==> src/rtl/core/gtrb_pkg.sv <==
// Shared types, widths and the arctangent table for the range and bearing pipeline.
package gtrb_pkg;

    localparam int VEC_W = 54;
    localparam int ANG_W = 37;
    localparam int SQ_W = 64;
    localparam int SQRT_STEPS = 32;
    localparam int DEF_CORDIC_STAGES = 16;
    localparam int IN_W = 192;
    localparam int OUT_W = 48;

    localparam logic signed [ANG_W-1:0] ANG_PI = 37'sd3373259426;
    localparam logic signed [ANG_W-1:0] ANG_2PI = 37'sd6746518852;

    typedef struct packed {
        logic                    valid;
        logic                    dzero;
        logic                    yzero;
        logic signed [VEC_W-1:0] dxv;
        logic signed [VEC_W-1:0] dyv;
        logic signed [VEC_W-1:0] yxv;
        logic signed [VEC_W-1:0] yyv;
        logic signed [ANG_W-1:0] dz;
        logic signed [ANG_W-1:0] yz;
        logic [SQ_W-1:0]         rem;
        logic [SQ_W-1:0]         root;
    } pipe_t;

    function automatic logic signed [ANG_W-1:0] atan_entry(input logic [4:0] i);
        logic signed [ANG_W-1:0] v;
        unique case (i)
            5'd0:  v = 37'sd843314857;
            5'd1:  v = 37'sd497837829;
            5'd2:  v = 37'sd263043837;
            5'd3:  v = 37'sd133525159;
            5'd4:  v = 37'sd67021687;
            5'd5:  v = 37'sd33543516;
            5'd6:  v = 37'sd16775851;
            5'd7:  v = 37'sd8388437;
            5'd8:  v = 37'sd4194283;
            5'd9:  v = 37'sd2097149;
            5'd31: v = 37'sd0;
            default: v = ANG_W'(64'sd1 << (30 - i));
        endcase
        return v;
    endfunction

endpackage

==> src/rtl/core/gtrb_step.sv <==
// One stage: a sqrt digit and, if ACTIVE, a CORDIC vectoring step on both vectors.
module gtrb_step import gtrb_pkg::*; #(
    parameter int STAGE = 0,
    parameter int CORDIC_STAGES = DEF_CORDIC_STAGES
) (
    input  logic  aclk,
    input  logic  aresetn,
    input  logic  en,
    input  pipe_t d,
    output pipe_t q
);

    localparam logic [SQ_W-1:0] BIT = SQ_W'(1) << (62 - 2 * STAGE);
    localparam bit ACTIVE = STAGE < CORDIC_STAGES;

    pipe_t q_reg, q_next;
    logic signed [ANG_W-1:0] at;
    logic [SQ_W-1:0] trial;

    assign at = atan_entry(5'(STAGE));
    assign trial = d.root + BIT;

    always_comb begin
        q_next = d;
        if (d.rem >= trial) begin
            q_next.rem = d.rem - trial;
            q_next.root = (d.root >> 1) + BIT;
        end else begin
            q_next.root = d.root >> 1;
        end
        if (ACTIVE) begin
            if (d.dyv < 0) begin
                q_next.dxv = d.dxv - (d.dyv >>> STAGE);
                q_next.dyv = d.dyv + (d.dxv >>> STAGE);
                q_next.dz = d.dz - at;
            end else begin
                q_next.dxv = d.dxv + (d.dyv >>> STAGE);
                q_next.dyv = d.dyv - (d.dxv >>> STAGE);
                q_next.dz = d.dz + at;
            end
            if (d.yyv < 0) begin
                q_next.yxv = d.yxv - (d.yyv >>> STAGE);
                q_next.yyv = d.yyv + (d.yxv >>> STAGE);
                q_next.yz = d.yz - at;
            end else begin
                q_next.yxv = d.yxv + (d.yyv >>> STAGE);
                q_next.yyv = d.yyv - (d.yxv >>> STAGE);
                q_next.yz = d.yz + at;
            end
        end
    end

    always_ff @(posedge aclk) begin
        if (!aresetn) begin
            q_reg.valid <= 1'b0;
        end else if (en) begin
            q_reg <= q_next;
        end
    end

    assign q = q_reg;

endmodule

==> config.mk <==
export PLATFORM = sky130hd
export DESIGN_NAME = gtrb_step
export DESIGN_NICKNAME = d
export VERILOG_FILES = /design/src/rtl/core/gtrb_pkg.sv /design/src/rtl/core/gtrb_step.sv
export SDC_FILE = /design/constraint.sdc
export NUM_CORES = 1
export LEC_CHECK = 0
export BUFFER_PORTS_ARGS = -buffer_cell sky130_fd_sc_hd__buf_4
export CORE_AREA = 4 4 327 329
export DETAILED_ROUTE_END_ITERATION = 10
export DIE_AREA = 0 0 331 333
export PLACE_DENSITY_LB_ADDON = 0.2
export SLEW_MARGIN = 20
export SYNTH_ARGS = -nofsm -noshare
export SYNTH_HDL_FRONTEND = slang
export SYNTH_SLANG_ARGS = --single-unit
==> constraint.sdc <==
create_clock -name aclk -period 20.1 [get_ports aclk]
set_clock_uncertainty 0.15 [all_clocks]
set_input_delay 6.03 -clock aclk [delete_from_list [all_inputs] [get_ports aclk]]
set_output_delay 6.03 -clock aclk [all_outputs]
set_load 0.01 [all_outputs]
[Yosys cells after proc, flatten, opt, wreduce, memory -nomap -nowiden]
Index checks and enable logic that the tools add are counted.
Word-level totals
  bits in registers: 421
  input port bits: 424
  word-level logic and storage cells: 35
  output and inout port bits: 421
Operators by class
  $lt $le $gt $ge: 3
  multiplexer cells: 6
  reductions and logical operators: 1
  add/subtract/negate cells: 13
Operator list (count)
  108-bit 2-to-1 mux: 2
  54-bit subtractor: 4
  54-bit adder: 2
  54-bit by 1-bit < comparator with 1-bit output, second input constant: 2
  37-bit by 31-bit adder with 37-bit output, second input constant: 2
  37-bit 2-to-1 mux: 2
  37-bit by 31-bit subtractor with 37-bit output, second input constant: 2
  63-bit by 63-bit adder with 64-bit output, second input constant: 1
  64-bit by 63-bit adder with 64-bit output, second input constant: 1
  64-bit greater-or-equal comparator: 1
  64-bit 2-to-1 mux: 1
  64-bit subtractor: 1
  63-bit 2-to-1 mux: 1
  2-bit AND reduction: 1

[Longest topological paths before layout]
  depth in word-level cells: 3
  gate-level depth with buffers: 17
  mapped depth without buffers: 14

[Worst setup path after synthesis]
OpenSTA, ideal clock, no wires.
  path type: in2reg
  start point: in en
  end point: reg q_reg, in the netlist q[0], enable pin
  required time: 19117 ps
  path slack: 3690 ps
  stages on the path: 1
  arrival: 15426 ps
  cells stage by stage: and2_1
On the way
  longest elaborated chain between the ends: 1
Ends and longest elaborated chain
  start, declared: line gtrb_step.sv:8  | input logic en,
  2-bit AND reduction (no line)
  end signal, assigned: line gtrb_step.sv:57  | q_reg <= q_next;
  end, declared: line gtrb_step.sv:16  | pipe_t q_reg, q_next;
Every way passes these cells.
A chain may end at the register's enable or synchronous reset.

==> results.md <==
- GP Congestion: about 0.98
- Sequential power share: between 30% and 40%
- Max incr delay on CP: just under 0.8 ns
- Async SR Flop Fraction: 0%
- Synth Instances: between 4k and 5k
- Worst skew pair latency: around 0.64 ns
- Primary FF master, synth: edfxtp_1
- Worst setup SP type: input pin
- Library cells used by synthesis: 85
- Final WS setup: between 9 and 10 ns
- P&R area growth vs syn: 23.5%
- Post-CTS setup buffers: 0
- Slew margin rel.: 28.4%
- EDFF count, synth: 418
- Pin count of the biggest net entering global routing: 140
- NumNets Final: between 6k and 7k
- Die area: ~110000 um2
- Clock power frac: between 20% and 30%
- Fin. max-slew vios: 0
- TNS Setup: 0 ns
- Most frequent cells in the layout: buf_4 (857), a21oi_1 (586), ha_1 (476)
- Final hold viol count: 0
- Top achievable clock speed: around 100 MHz
- Cts repair resizes: 0
- Antenna violations before repair: 31
- Top delay family on crit path: compound AO/OA/AOI/OAI gates
- Ratio of final minimum period to clock period: 51.0%
- Port buffer count: 844
- Min-Delay Path Class: reg2reg
- Crit-path slowest cell: buf_4
- Worst slew pin tran: 1.05 ns
- Grt total ovfl: 0
- CTS tree: done
- Post-CTS Hold Buffers: 0
- Post-route minimum period: a little over 10 ns
- Dpl hpwl: ~130000 um
- Setup Crit Path Kind: in2reg
- Drt drc: 0
- GRT Total Usage: ~28%
- Post-place setup slack: ~9.3 ns
- Layout cell share with drive strength beyond 1: between 15 and 20%
- CP Buf/Inv Count: 3
- First-pass GRT wire length: between 200000 and 250000 um
- Critical path peak fanout: 76
- DR iter-0 viols: between 3k and 4k
- Initial Utilization: 38.5%
- Unrepaired setup endpoints after global routing: false
- CTS Sinks: 419
- Via-to-Cell Ratio: about 5.7
- Top-area cell type share of the netlist area: 31.5%
- Root Buffer: clkbuf_16
- Critical path data required time: 20.34 ns
- CP Cell Sequence: buf_4 > buf_4 > buf_4 > ha_1 > a211oi_1 > o211ai_1 > nand3_1 > a21oi_1 > o21ai_1 > a31oi_1 > o41ai_1 > o221ai_1 > a21oi_1 > o21ai_0 > xor2_1
- Max FFs per register: 419
- Total Wirelength: 164000 um
- Clock slew at reported path FFs: ~0.060 ns
- Final ANT Viol Nets: 0
- Worst-case clock buffer depth: 3
- Row count: around 120
- Total number of vias: between 30k and 40k
- Dominant cells by area after synthesis: edfxtp_1 (32%), ha_1 (15%), a21oi_1 (7.4%), xnor2_1 (6.0%), o21ai_0 (4.2%)
- Total of max-cap violations: 0
- Die W: around 330 um
- Pwr dens: slightly above 70 nW/um2
- Most frequent CP cell: buf_4
- Synthesized Nets: between 5k and 6k
- Commonest non-fill, non-tap cell in the layout: buf_4
- Switching power: between 0.001 and 0.0015 W
- Mapped cell area: around 40000 um2
- Seq/Total Area, Yosys: about a third
- Area of the core: 103000 um2
- Worst IR drop on VDD: roughly 0.000066 V
- Comb pwr share: around 37%
- Yosys warnings: 0
- Ports: ~850
- Syn Area/Cell: 8.55 um2
- Synth area leader: edfxtp_1
- Nature of the critical path endpoint: register
- # H-tree levels: 2
- Die Y: roughly 330 um
- Drt pass-1 iters: 6
- Sw frac: a little over a third
- P_int: 0.00222 W
- Pleak: about 22 nW
- Status: finished, final reports clean
- Drt wl/cell: roughly 24 um
- Setup-failing EPs final: 0
- Total CTS buffers: 53
- Crit path DAT: around 10 ns
- Number of global-route vias before repair: 36.8k
- Yosys reg bits: 419
## power by group through the flow
stage / sequential (W) / clock [W] / combinational [W]
after floorplan: 0.00121 / 0 / 0.000709
after global placement: 0.00115 / 0 / 0.00128
after detailed placement: 0.00115 / 0 / 0.00128
after CTS: 0.00114 / 0.00107 / 0.00129
after global routing: 0.00114 / 0.00110 / 0.00140
final: 0.00114 / 0.00104 / 0.00130
## stage by stage
stage | hold WS (ns) | power (W) | instance area [um2] | instances | util, %
2_1_floorplan | 0.388 | 0.00192 | 39800 | 4660 | -
3_3_place_gp | 0.360 | 0.00243 | 47300 | 6696 | 45.7
3_5_place_dp | 0.370 | 0.00243 | 47300 | 6696 | 45.7
4_1_cts | 0.386 | 0.00349 | 49100 | 6796 | 47.5
5_1_grt | 0.414 | 0.00365 | 49200 | 6811 | 47.5
6_report | 0.374 | 0.00348 | 49200 | 6817 | 47.5
## area by class of cell
cell class                 count  area [um2]
antenna                       21        52.6
fill                       10100       54300
clock buffer                  62        1430
tap                         1380        1730
clock inverter                38         458
multi-input combinational   3599       24800
timing repair buffer         859        6460
sequential                   419       12600
inverter                     439        1650
## synthesized netlist by cell type (12+ instances only)
library cell / instances
a31oi_1: 41
clkinv_1: 14
nor4_1: 31
edfxtp_1: 418
o22ai_1: 13
ha_1: 476
a21oi_1: 586
o21a_1: 39
o31a_1: 12
a21o_1: 128
nor3_1: 78
nand2_1: 300
buf_1: 30
mux2i_1: 63
nand4_1: 87
o211ai_1: 44
inv_1: 420
a221oi_1: 20
nor2_1: 356
o21ai_0: 338
nor2b_1: 46
a211oi_1: 44
clkbuf_1: 161
o21bai_1: 133
nand2b_1: 48
nand3_1: 60
and3_1: 15
or2_2: 18
o31ai_1: 33
xnor2_1: 271
o21ai_1: 24
xor2_1: 62
and2_1: 22
or3_1: 22
## kinds of logic (layout without fill, tap and decap cells)
logic type               count (synthesis)  in the layout  synth area share [%]
multiplexers                            64             64                  1.61
buffers and inverters                  642           1398                  6.12
flip-flops                             419            419                  31.6
AO/OA/AOI/OAI                         1605           1605                  24.9
adder cells (fa/ha/maj)                485            485                  15.4
XOR/XNOR                               333            333                  7.32
AND/OR/NAND/NOR                       1112           1112                  13.1
other                                    0             21                     0
## path summary, 6_finish.rpt
| path | slack [ns] | start | endpoint | depth (start not counted) |
|---|---|---|---|---|
| worst min-delay path | 0.37 | q[420] | q[420] | 2 |
| worst max-delay path | 9.86 | d[255] | q[163] | 15 |
| worst min register to register | 0.37 | q[420] | q[420] | 2 |
| worst max register to register | 19.36 | q[420] | q[420] | 2 |
## layer usage
metal | part of all wire (%) | track usage, % | wire, um | up-vias
met5 | 0.049 | 0 | 80 | -
met4 | 3.5 | 9.91 | 5730 | 12
met3 | 8.6 | 6.33 | 14100 | 249
met2 | 47 | 46.1 | 76500 | 1622
met1 | 41 | 36.3 | 67500 | 18500
li1 | - | - | - | 18300
## worst register-to-register path, cell delays in order, from the launching register on
cell and delay [ns]:
dfxtp_1 0.31, mux2i_1 0.12, nor2b_1 0.06
No activity file was read; power rests on OpenSTA's default activity.
