<file path="config.mk">
export PLATFORM = sky130hd
export DESIGN_NAME = gtrb_back
export DESIGN_NICKNAME = d
export VERILOG_FILES = /design/src/rtl/core/gtrb_pkg.sv /design/src/rtl/core/gtrb_back.sv
export SDC_FILE = /design/constraint.sdc
export NUM_CORES = 1
export LEC_CHECK = 0
export BUFFER_PORTS_ARGS = -buffer_cell sky130_fd_sc_hd__buf_4
export CAP_MARGIN = 10
export CORE_AREA = 2 2 184 186
export DETAILED_ROUTE_END_ITERATION = 8
export DIE_AREA = 0 0 186 188
export HOLD_SLACK_MARGIN = 0.12
export PLACE_DENSITY = 0.72
export SLEW_MARGIN = 30
export SYNTH_ARGS = -nofsm -noshare
export SYNTH_HDL_FRONTEND = slang
export SYNTH_SLANG_ARGS = --single-unit
</file>
<file path="constraint.sdc">
create_clock -name aclk -period 5.4 [get_ports aclk]
set_input_delay 0 -clock aclk [delete_from_list [all_inputs] [get_ports aclk]]
set_output_delay 0 -clock aclk [all_outputs]
set_load 0.01 [all_outputs]
</file>
<file path="src/rtl/core/gtrb_pkg.sv">
// Shared types, widths and the arctangent table for the range and bearing pipeline.
package gtrb_pkg;

    localparam int VEC_W = 54;
    localparam int ANG_W = 37;
    localparam int SQ_W = 64;
    localparam int SQRT_STEPS = 32;
    localparam int DEF_CORDIC_STAGES = 16;
    localparam int IN_W = 192;
    localparam int OUT_W = 48;

    localparam logic signed [ANG_W-1:0] ANG_PI = 37'sd3373259426;
    localparam logic signed [ANG_W-1:0] ANG_2PI = 37'sd6746518852;

    typedef struct packed {
        logic                    valid;
        logic                    dzero;
        logic                    yzero;
        logic signed [VEC_W-1:0] dxv;
        logic signed [VEC_W-1:0] dyv;
        logic signed [VEC_W-1:0] yxv;
        logic signed [VEC_W-1:0] yyv;
        logic signed [ANG_W-1:0] dz;
        logic signed [ANG_W-1:0] yz;
        logic [SQ_W-1:0]         rem;
        logic [SQ_W-1:0]         root;
    } pipe_t;

    function automatic logic signed [ANG_W-1:0] atan_entry(input logic [4:0] i);
        logic signed [ANG_W-1:0] v;
        unique case (i)
            5'd0:  v = 37'sd843314857;
            5'd1:  v = 37'sd497837829;
            5'd2:  v = 37'sd263043837;
            5'd3:  v = 37'sd133525159;
            5'd4:  v = 37'sd67021687;
            5'd5:  v = 37'sd33543516;
            5'd6:  v = 37'sd16775851;
            5'd7:  v = 37'sd8388437;
            5'd8:  v = 37'sd4194283;
            5'd9:  v = 37'sd2097149;
            5'd31: v = 37'sd0;
            default: v = ANG_W'(64'sd1 << (30 - i));
        endcase
        return v;
    endfunction

endpackage

</file>
<file path="src/rtl/core/gtrb_back.sv">
// Back end: range rounding, angle difference and wrap, bearing rounding, output register.
module gtrb_back import gtrb_pkg::*; (
    input  logic             aclk,
    input  logic             aresetn,
    input  logic             en,
    input  pipe_t            d,
    output logic             out_valid,
    output logic [OUT_W-1:0] out_data
);

    logic                    v1_reg, dzero1_reg, out_valid_reg;
    logic [31:0]             range1_reg;
    logic signed [ANG_W-1:0] a1_reg;
    logic [OUT_W-1:0]        out_data_reg;
    logic signed [ANG_W-1:0] a0, a1_next, a2, rnd;
    logic [15:0]             bearing;

    always_comb begin
        a0 = d.dz - (d.yzero ? ANG_W'(0) : d.yz);
        if (a0 > ANG_PI) begin
            a1_next = a0 - ANG_2PI;
        end else if (a0 <= -ANG_PI) begin
            a1_next = a0 + ANG_2PI;
        end else begin
            a1_next = a0;
        end
        if (a1_reg > ANG_PI) begin
            a2 = a1_reg - ANG_2PI;
        end else if (a1_reg <= -ANG_PI) begin
            a2 = a1_reg + ANG_2PI;
        end else begin
            a2 = a1_reg;
        end
        rnd = (a2 + ANG_W'(65536)) >>> 17;
        bearing = dzero1_reg ? 16'd0 : rnd[15:0];
    end

    always_ff @(posedge aclk) begin
        if (!aresetn) begin
            v1_reg <= 1'b0;
            out_valid_reg <= 1'b0;
        end else if (en) begin
            v1_reg <= d.valid;
            out_valid_reg <= v1_reg;
        end
    end

    always_ff @(posedge aclk) begin
        if (en) begin
            range1_reg <= (d.rem > d.root) ? 32'(d.root + 1'b1) : 32'(d.root);
            dzero1_reg <= d.dzero;
            a1_reg <= a1_next;
            out_data_reg <= {bearing, range1_reg};
        end
    end

    assign out_valid = out_valid_reg;
    assign out_data = out_data_reg;

endmodule
</file>
### Word level (Yosys, flattened, before mapping)

Index checks and enable logic that the tools add are counted.
Widths: inputs -> output; s select.

* flip-flop bits (word level): 120
* latch bits: 0
* bits in writable memories: 0
* ROM bits: 0
* input bits: 424
* output and inout bits: 49
* word-level logic and storage cells: 25
* memories: 0

* $add $sub $neg: 7
* multiply operators: 0
* divide/modulo/power cells: 0
* magnitude comparators: 5
* eq/ne operators: 0
* shift-type cells: 0
* multiplexer cells: 6
* bitwise logic cells: 0
* reductions and logical operators: 0

Operator list (count)
* $mux 37: 3
* $gt 37x33->1 const B: 2
* $le 37x33->1 const B: 2
* $mux 33: 2
* $gt 64x64->1: 1
* $add 37x34->37 const B: 1
* $sub 37x34->37 const B: 1
* $sub 37x37->37: 1
* $add 33x18->33 const B: 1
* $add 33x32->33 const B: 1
* $sub 33x32->33 const B: 1
* $add 32x1->32 const B: 1
* $mux 32: 1

### Longest topological paths before layout

Gate-level depths: netlist (run 1).

* depth after elaboration: 5
* depth in mapped cells: 20
* gate-level depth less buffers: 17

### Worst setup path after synthesis (run 1)

OpenSTA, ideal clock, no wires.

* path kind: input-to-reg
* start point: input port d[418] in the netlist's numbering
* end point: register a1_reg[14] (data pin)
* setup time: 0.269 ns
* arrival time: 3.892 ns
* data required time: 5.131 ns
* path slack: 1.239 ns
* stages on the path: 18
* path buffers: 4
* cell sequence: clkbuf_1 clkbuf_1 nand2b_1 fa_1 a211oi_2 o21a_2 a2111oi_4 nor4b_2 o22ai_2 or4_4 a311o_1 a32o_1 a31o_1 buf_6 buf_6 a31oi_1 a21oi_1 xnor2_1

* cells in the longest elaborated chain, start to end: 5
* elaborated cells on any way between the ends: 8
* those cells by class: add/sub (3); order compare (2); mux (3)

RTL lines
* from (decl): line gtrb_back.sv:6 `input pipe_t d,`
* $mux 37 (*): line gtrb_back.sv:19 `a0 = d.dz - (d.yzero ? ANG_W'(0) : d.yz);`
* $sub 37x37->37 (*): line gtrb_back.sv:19
* $add 37x34->37 or $le 37x33->1 (tied branches): line gtrb_back.sv:23, gtrb_back.sv:22
* $mux 37: line gtrb_back.sv:22 `end else if (a0 <= -ANG_PI) begin`
* $mux 37 (*): line gtrb_back.sv:20 `if (a0 > ANG_PI) begin`
* named net a1_next[14]: line gtrb_back.sv:15 `logic signed [ANG_W-1:0] a0, a1_next, a2, rnd;`
* to (signal assigned): line gtrb_back.sv:52 `a1_reg <= a1_next;`
* to (decl): line gtrb_back.sv:13 `logic signed [ANG_W-1:0] a1_reg;`

The timed path passes the listed nets; every way through them passes the cells marked *.
A chain may end at the register's enable or synchronous reset.

### Worst setup path in the final report (run 1)

* start point: input port d[166] in the netlist's numbering
* end point: register a1_reg[17] (data pin)

* cells in the longest elaborated chain, start to end: 4
* elaborated cells on any way between the ends: 7
* those cells by class: add/sub (3); order compare (2); mux (2)

RTL lines (line)
* $sub 37x37->37 (*): gtrb_back.sv:19
* $add 37x34->37 or $le 37x33->1 (tied branches): gtrb_back.sv:23, gtrb_back.sv:22
* $mux 37: gtrb_back.sv:22
* $mux 37 (*): gtrb_back.sv:20
* named net a1_next[17]: gtrb_back.sv:15

Marked as above.

==> PnR_summary.wiki, run 1 <==
{| class="wikitable"
! Metric !! Value
|-
| Outcome || completed
|-
| Tmin final || 4930 ps
|-
| Sequential-to-total area share from yosys stat || 29.7%
|-
| Overflow left after global routing || 0
|-
| Total of warnings raised by yosys || 0
|-
| Number of enable flip-flop cells after synthesis || 118
|-
| Worst setup endpoint || a1_reg[17]
|-
| Remaining max-slew budget at the tightest pin || 43.1%
|-
| Number of levels the H-tree was split into || 4
|-
| Final core utilization || 46.7%
|-
| Clk Tree Root Cell || sky130_fd_sc_hd__clkbuf_16
|-
| Synthesized area || 12100 µm²
|-
| Number of diodes added for antenna fixing || 0
|-
| Top post-synthesis cells by area || sky130_fd_sc_hd__edfxtp_1 (29%), sky130_fd_sc_hd__ha_1 (11%), sky130_fd_sc_hd__xnor2_1 (6.5%)
|-
| Share of layout cells above drive strength 1 || 20.9%
|-
| Fraction of synthesized cell area taken by the top area cell type || 29.4%
|-
| First-pass GRT wire length || 55100 µm
|-
| Max reg flops || 48
|-
| Worst setup slack for register-to-register paths || 1010 ps
|-
| Vias || 11500
|-
| Dominant cell type by count on the critical path || sky130_fd_sc_hd__nor4_1
|-
| Cell chain of the critical path || dlygate4sd3_1, buf_4, fa_1, a211oi_2, o21ai_2, o211ai_1, a31oi_1, nor4_1, nand4_1, nor4_1, o221ai_1, a211o_2, nand2b_1, o22ai_1, xor2_1
|-
| Height of the die || 188 µm
|-
| Met3 GRT Util || 2.33%
|-
| Number of setup violations in the final report || 0
|-
| Type of the most critical hold path || input pin to flop
|-
| Most instantiated flip-flop cell in the synthesis netlist || sky130_fd_sc_hd__edfxtp_1
|-
| Total count of max-transition violations in the final report || 0
|-
| Unrepaired setup endpoints after global routing || no
|-
| Number of buffers created by CTS || 17
|-
| Count of antenna-violating nets left after detailed routing || 0
|-
| Number of synthesized register bits || 120
|-
| Routed wire length per instance || 16.2 µm
|-
| GRT Max-Usage Layer || met2
|-
| Hold Path Stages || 4
|-
| Final estimated routing congestion in global placement || 0.879
|-
| GRT Util Overall || 19.2%
|-
| Number of buffers inserted by port buffering || 256
|-
| Maximum Capacitance Violations || 0
|-
| Critical Path Start || d[166]
|-
| Worst r2r src || a1_reg[16]
|-
| Top-level port count || 473
|-
| Cells after Synth || 1379
|-
| Mean post-synth cell area || 8.75 µm²
|-
| Leakage power total || 6.44 nW
|-
| First-iteration detailed-routing DRC count || 609
|-
| Clock tree from TritonCTS || yes
|-
| Number of post-CTS setup repair buffers || 0
|-
| Max Freq || 0.203 GHz
|-
| Transition time of the tightest slew-check pin || 846 ps
|-
| Core ar. || 33100 µm²
|-
| Power density over cell area || 301 nW/µm²
|-
| Largest stage delay, worst path || 590 ps
|-
| Count of cells along the worst register-to-register path || 14
|-
| Crit path capture type || flop
|-
| Biggest fanout along the worst timing path || 26
|-
| Initial DRT Pass Iterations || 5
|-
| Total nets after synthesis || 1909
|-
| Chip Width || 186 µm
|-
| Setup TNS || 0 ps
|-
| Detailed-route vias per instance || 5.45
|-
| Met1 routing resource usage after global routing || 25.9%
|-
| Via count of the first global-routing pass || 11300
|-
| Number of remaining DRC errors || 0
|-
| Clock insertion delay at the later pin of the skew report || 420 ps
|-
| Kind of start point of the critical path || input pin
|-
| Maximum number of pins on one net before global-route repair || 69
|-
| Effective utilization at floorplan || 36.4%
|-
| Post-synth top area cell || sky130_fd_sc_hd__edfxtp_1
|-
| Worst vdd ir || 0.000176 V
|-
| Post-CTS clock slew at the launch and capture registers of the worst setup and hold paths || 60 ps
|-
| Setup skew after layout || 13.1 ps
|-
| Cell at the slowest stage of the critical path || sky130_fd_sc_hd__a211o_2
|-
| Arrival @ worst endpoint || 5070 ps
|-
| Routed wire length || 34400 µm
|-
| GR Util met2 || 31.8%
|-
| Initial antenna violation count || 0
|-
| Placement row count || 67
|-
| FF-to-FF End || out_data[47]
|-
| Critical path data required time || 5540 ps
|-
| Count of cell types in the netlist || 93
|-
| Ys async rst share || 0%
|-
| Die area || 35000 µm²
|-
| Post-detailed-placement half-perimeter wirelength || 27200 µm
|-
| Area Growth Syn to Fin || 28.3%
|-
| CTS Buffer Depth || 2
|-
| Clock net sink count || 120
|-
| Final hold violations || 0
|-
| Final nets || 2186
|-
| Start-to-end type of the worst setup path || input pin to flop
|-
| Final period util || 91.3%
|}
==> power breakdown <==
group / total [mW] / switching, mW / internal (mW) / leakage, nW
sequential: 1.44 / 0.170 / 1.27 / 1.18
combinational: 1.99 / 1.11 / 0.886 / 4.95
clock: 1.23 / 0.448 / 0.786 / 0.312
total: 4.66 / 1.73 / 2.94 / 6.44
==> cells in the mapped netlist, types with 5 or more instances <==
master / n
sky130_fd_sc_hd__edfxtp_1: 118
sky130_fd_sc_hd__ha_1: 105
sky130_fd_sc_hd__nand2_1: 100
sky130_fd_sc_hd__inv_1: 93
sky130_fd_sc_hd__xnor2_1: 89
sky130_fd_sc_hd__nor2_1: 86
sky130_fd_sc_hd__a21oi_1: 81
sky130_fd_sc_hd__o21ai_0: 59
sky130_fd_sc_hd__a21o_1: 49
sky130_fd_sc_hd__nand2b_1: 49
sky130_fd_sc_hd__nand3_1: 42
sky130_fd_sc_hd__nand4_1: 42
sky130_fd_sc_hd__nor3_1: 38
sky130_fd_sc_hd__xor2_1: 33
sky130_fd_sc_hd__clkbuf_1: 29
sky130_fd_sc_hd__a211oi_1: 21
sky130_fd_sc_hd__nor4_1: 21
sky130_fd_sc_hd__o211ai_1: 17
sky130_fd_sc_hd__o21a_1: 17
sky130_fd_sc_hd__a31oi_1: 16
sky130_fd_sc_hd__buf_2: 14
sky130_fd_sc_hd__nor2b_1: 14
sky130_fd_sc_hd__and2_1: 13
sky130_fd_sc_hd__and3_1: 13
sky130_fd_sc_hd__o31ai_1: 13
sky130_fd_sc_hd__or2_2: 11
sky130_fd_sc_hd__or3_1: 11
sky130_fd_sc_hd__o22ai_2: 10
sky130_fd_sc_hd__a31o_2: 8
sky130_fd_sc_hd__o22ai_1: 8
sky130_fd_sc_hd__and4_1: 7
sky130_fd_sc_hd__mux2i_1: 7
sky130_fd_sc_hd__o21bai_1: 7
sky130_fd_sc_hd__a21boi_0: 6
sky130_fd_sc_hd__o21ai_1: 6
sky130_fd_sc_hd__o221ai_1: 6
sky130_fd_sc_hd__a22oi_1: 5
sky130_fd_sc_hd__a2bb2oi_1: 5
sky130_fd_sc_hd__o2111ai_1: 5
==> critical path: cells and delay by family <==
family	cells	cell delay [ps]
xor gates and xnor gates	1	120
AOI/OAI and AO/OA	7	2080
adders and majority gates	1	510
and+or+nand+nor	4	1650
buffers and inverters	2	700
==> metal layers <==
metal	up-vias	wire length, µm	part of all wire (%)
met5	-	0	0
met4	0	874	2.5
met3	65	1720	5.0
met2	408	16100	47
met1	5318	15700	46
li1	5749	-	-
==> cells by family (layout without fill, tap and decap cells) <==
logic type      Yosys count  after routing  share of synthesized area, %
compound gates          403            403                          23.9
xor+xnor                122            122                          8.86
fa+ha+maj               106            106                          11.1
buf+inv                 146            436                          5.02
flops                   120            120                          29.7
mux                       7              7                         0.581
simple gates            475            475                          20.9
==> through the flow <==
step	setup slack [ps]	hold WS (ps)	total power, mW	cells	cell area (µm²)
global route	229	178	4.98	2117	15500
detailed placement	309	182	3.39	2037	14300
floorplan	1240	98.9	2.82	1379	12100
CTS	628	140	4.66	2117	15500
finish	469	153	4.66	2117	15500
global placement	448	191	3.34	2037	14300
==> repair_timing <==
action / in CTS / in global routing
hold buffers: 48 / 0
hold endpoints to repair: 36 / 0
gates resized for setup: 0 / 0
==> layout by cell type (no fill, tap or decap), types with 42 or more instances in the layout <==
cell and n:
sky130_fd_sc_hd__buf_4 262, sky130_fd_sc_hd__nand2_1 100, sky130_fd_sc_hd__nand4_1 42, sky130_fd_sc_hd__inv_1 93, sky130_fd_sc_hd__nand2b_1 49, sky130_fd_sc_hd__o21ai_0 59, sky130_fd_sc_hd__nor2_1 86, sky130_fd_sc_hd__xnor2_1 89
sky130_fd_sc_hd__a21o_1 49, sky130_fd_sc_hd__dlygate4sd3_1 48, sky130_fd_sc_hd__nand3_1 42, sky130_fd_sc_hd__a21oi_1 81, sky130_fd_sc_hd__edfxtp_1 118, sky130_fd_sc_hd__ha_1 105
==> layout make-up <==
class | instances | area (µm²)
sequential | 120 | 3580
multi-input combinational | 1113 | 7890
clock inverter | 14 | 210
tap | 448 | 561
fill | 3100 | 17600
timing repair buffer | 310 | 2450
clock buffer | 18 | 429
inverter | 94 | 353
==> how the worst min path moves through the flow <==
stage | startpoint | end | slack (ps)
final | d[165] | a1_reg[0] | 150
after global placement | d[419] | dzero1_reg | 190
after detailed placement | d[419] | dzero1_reg | 180
after CTS | d[165] | a1_reg[0] | 140
after floorplan | d[419] | dzero1_reg | 100
after global routing | en | out_data[17] | 180
Note: power is estimated with default switching activity, not from simulation.
==> inputs of run 2 (changes only) <==
--- a/config.mk
+++ b/config.mk
@@ -12,6 +12,7 @@
 export DIE_AREA = 0 0 186 188
 export HOLD_SLACK_MARGIN = 0.12
 export PLACE_DENSITY = 0.72
+export REMOVE_ABC_BUFFERS = 1
 export SLEW_MARGIN = 30
 export SYNTH_ARGS = -nofsm -noshare
 export SYNTH_HDL_FRONTEND = slang
==> run 2 against run 1 <==
  * First-iteration DRC count grew 5.7%
  * Critical endpoint is now a1_reg[19]
  * Largest power group unchanged
  * Critical path type unchanged
  * Count of clock-buffer cells in the layout grew 1
  * Register-to-register slack is essentially flat
==> PnR_summary.wiki, run 2 (synthesized netlist as in run 1, its figures left out) <==
{| class="wikitable"
! Metric !! Value
|-
| Dominant cell type by count on the critical path || sky130_fd_sc_hd__nor4_1
|-
| Setup slack at placement || 343 ps
|-
| Number of buffers inserted by port buffering || 256
|-
| Cell at the slowest stage of the critical path || sky130_fd_sc_hd__a211o_2
|-
| Placement row count || 67
|-
| Routed wire length per instance || 16.1 µm
|-
| Clk Tree Root Cell || sky130_fd_sc_hd__clkbuf_16
|-
| Largest stage delay, worst path || 580 ps
|-
| Effective utilization at floorplan || 36.4%
|-
| Overflow left after global routing || 0
|-
| Power density over cell area || 300 nW/µm²
|-
| Final nets || 2188
|-
| Tmin final || 4780 ps
|-
| Wire length on met2 || 16100 µm
|-
| Final core utilization || 46.7%
|-
| Maximum number of pins on one net before global-route repair || 66
|-
| First-pass GRT wire length || 54900 µm
|-
| FF-to-FF End || out_data[45]
|-
| Clock tree from TritonCTS || yes
|-
| Post-CTS clock slew at the launch and capture registers of the worst setup and hold paths || 60 ps
|-
| Count of antenna-violating nets left after detailed routing || 0
|-
| Crit path capture type || flop
|-
| Worst vdd ir || 0.000184 V
|-
| Worst r2r src || a1_reg[16]
|-
| Core ar. || 33100 µm²
|-
| Hold Path Stages || 4
|-
| Max reg flops || 48
|-
| Initial antenna violation count || 0
|-
| CTS Buffer Depth || 2
|-
| Routed length on met3 || 1660 µm
|-
| Cell family contributing the most delay on the critical path || compound AO/OA/AOI/OAI gates
|-
| Leakage power total || 6.44 nW
|-
| Met1 Wirelength || 15300 µm
|-
| Top-level port count || 473
|-
| Setup TNS || 0 ps
|-
| Critical path data required time || 5530 ps
|-
| Top routing layer in use || met4
|-
| Number of buffers created by CTS || 17
|-
| Routed wire length || 34100 µm
|-
| Detailed-route vias per instance || 5.46
|-
| Max Freq || 0.209 GHz
|-
| Unrepaired setup endpoints after global routing || no
|-
| Cell chain of the critical path || dlygate4sd3_1, buf_4, fa_1, a211oi_2, o21ai_2, o211ai_1, a31oi_1, nor4_1, nand4_1, nor4_1, o221ai_1, a211o_2, nand2b_1, o32ai_1, xor2_1
|-
| GRT Util Overall || 19.2%
|-
| Endpoint with the worst hold slack || a1_reg[0]
|-
| Setup skew after layout || 10.0 ps
|-
| Final period util || 88.6%
|-
| Post-detailed-placement half-perimeter wirelength || 26900 µm
|-
| Startpoint of the lowest-slack hold path || d[165]
|-
| Post-route worst setup slack || 616 ps
|-
| Highest-count cells in the layout ignoring fill and taps || sky130_fd_sc_hd__buf_4 (263), sky130_fd_sc_hd__edfxtp_1 (118), sky130_fd_sc_hd__ha_1 (105)
|-
| Number of levels the H-tree was split into || 4
|-
| Maximum Capacitance Violations || 0
|-
| Initial DRT Pass Iterations || 5
|-
| Via count of the first global-routing pass || 11300
|-
| Outcome || completed
|-
| First-iteration detailed-routing DRC count || 644
|-
| Most common library cell in the layout ignoring fill and taps || sky130_fd_sc_hd__buf_4
|-
| Number of setup violations in the final report || 0
|-
| Number of remaining DRC errors || 0
|-
| Buffers plus inverters on the worst setup path || 2
|-
| Transition time of the tightest slew-check pin || 930 ps
|-
| Area Growth Syn to Fin || 28.3%
|-
| Worst setup slack for register-to-register paths || 1020 ps
|-
| Remaining max-slew budget at the tightest pin || 37.5%
|-
| Biggest fanout along the worst timing path || 26
|-
| Clock net sink count || 120
|-
| Count of cells along the worst register-to-register path || 14
|-
| Number of diodes added for antenna fixing || 0
|-
| Total count of max-transition violations in the final report || 0
|-
| Clock insertion delay at the later pin of the skew report || 420 ps
|-
| Arrival @ worst endpoint || 4920 ps
|-
| Share of layout cells above drive strength 1 || 20.9%
|-
| Die area || 35000 µm²
|-
| Final hold violations || 0
|-
| Final estimated routing congestion in global placement || 0.954
|-
| Type of the most critical hold path || input pin to flop
|-
| Height of the die || 188 µm
|-
| Start-to-end type of the worst setup path || input pin to flop
|-
| Chip Width || 186 µm
|-
| Vias || 11600
|-
| Kind of start point of the critical path || input pin
|}
run 2: cell count changes in the layout (fill, tap and decap cells not counted):
cell	previous run	this run
sky130_fd_sc_hd__clkinv_2	0	1
sky130_fd_sc_hd__clkinv_4	4	3
sky130_fd_sc_hd__dlygate4sd3_1	48	49
sky130_fd_sc_hd__inv_8	1	0
sky130_fd_sc_hd__buf_4	262	263
sky130_fd_sc_hd__clkinvlp_4	0	2
sky130_fd_sc_hd__clkbuf_1	1	2
sky130_fd_sc_hd__inv_6	5	3
run 2: worst register-to-register path, delay by kind of cell, from the launching register on:
kind | cells | cell delay, ps
compound gates | 2 | 820
flops | 1 | 500
xor+xnor | 2 | 380
simple gates | 9 | 2200
fa+ha+maj | 1 | 200
run 2: repair_timing:
item | CTS | global route
resized for setup | 0 | 0
hold buffers | 49 | 0
endpoints found under the hold margin | 36 | 0
setup buffers | 0 | 0
run 2: worst max path at each step:
stage                      start         end  slack, ps  depth (start not counted)
final                     d[166]  a1_reg[19]        620                         15
after global routing      d[166]  a1_reg[22]        300                         15
after CTS                 d[166]  a1_reg[22]        670                         15
after detailed placement  d[418]  a1_reg[22]        340                         17
after global placement    d[418]  a1_reg[22]        460                         15
after floorplan           d[128]  a1_reg[19]       1190                         16
run 2: per-layer routing:
layer	up-vias	global-route usage [%]
met5	-	0
met4	0	7.84
met3	80	2.47
met2	410	31.6
met1	5341	25.3
li1	5735	-
run 2: stage by stage:
stage                     hold WS, ps  cells  area [µm²]  power, mW
after floorplan                  98.9   1327       11800       2.78
after global placement            180   2038       14400       3.34
after detailed placement          180   2038       14400       3.39
after CTS                         148   2119       15500       4.64
after global routing              171   2119       15500       4.95
final                             171   2119       15500       4.64
run 2: where the power goes:
group          switching [mW]  internal [mW]  total (mW)
Clock                   0.427          0.777        1.20
Sequential              0.172           1.27        1.44
Combinational            1.11          0.887        2.00
Total                    1.71           2.93        4.64
run 2: cell type report:
class,instances,area [µm²]
Clock buffer,19,433
Clock inverter,13,193
Timing Repair Buffer,312,2460
Sequential cell,120,3580
Tap cell,448,561
Multi-Input combinational cell,1113,7890
Fill cell,3123,17600
Inverter,94,353
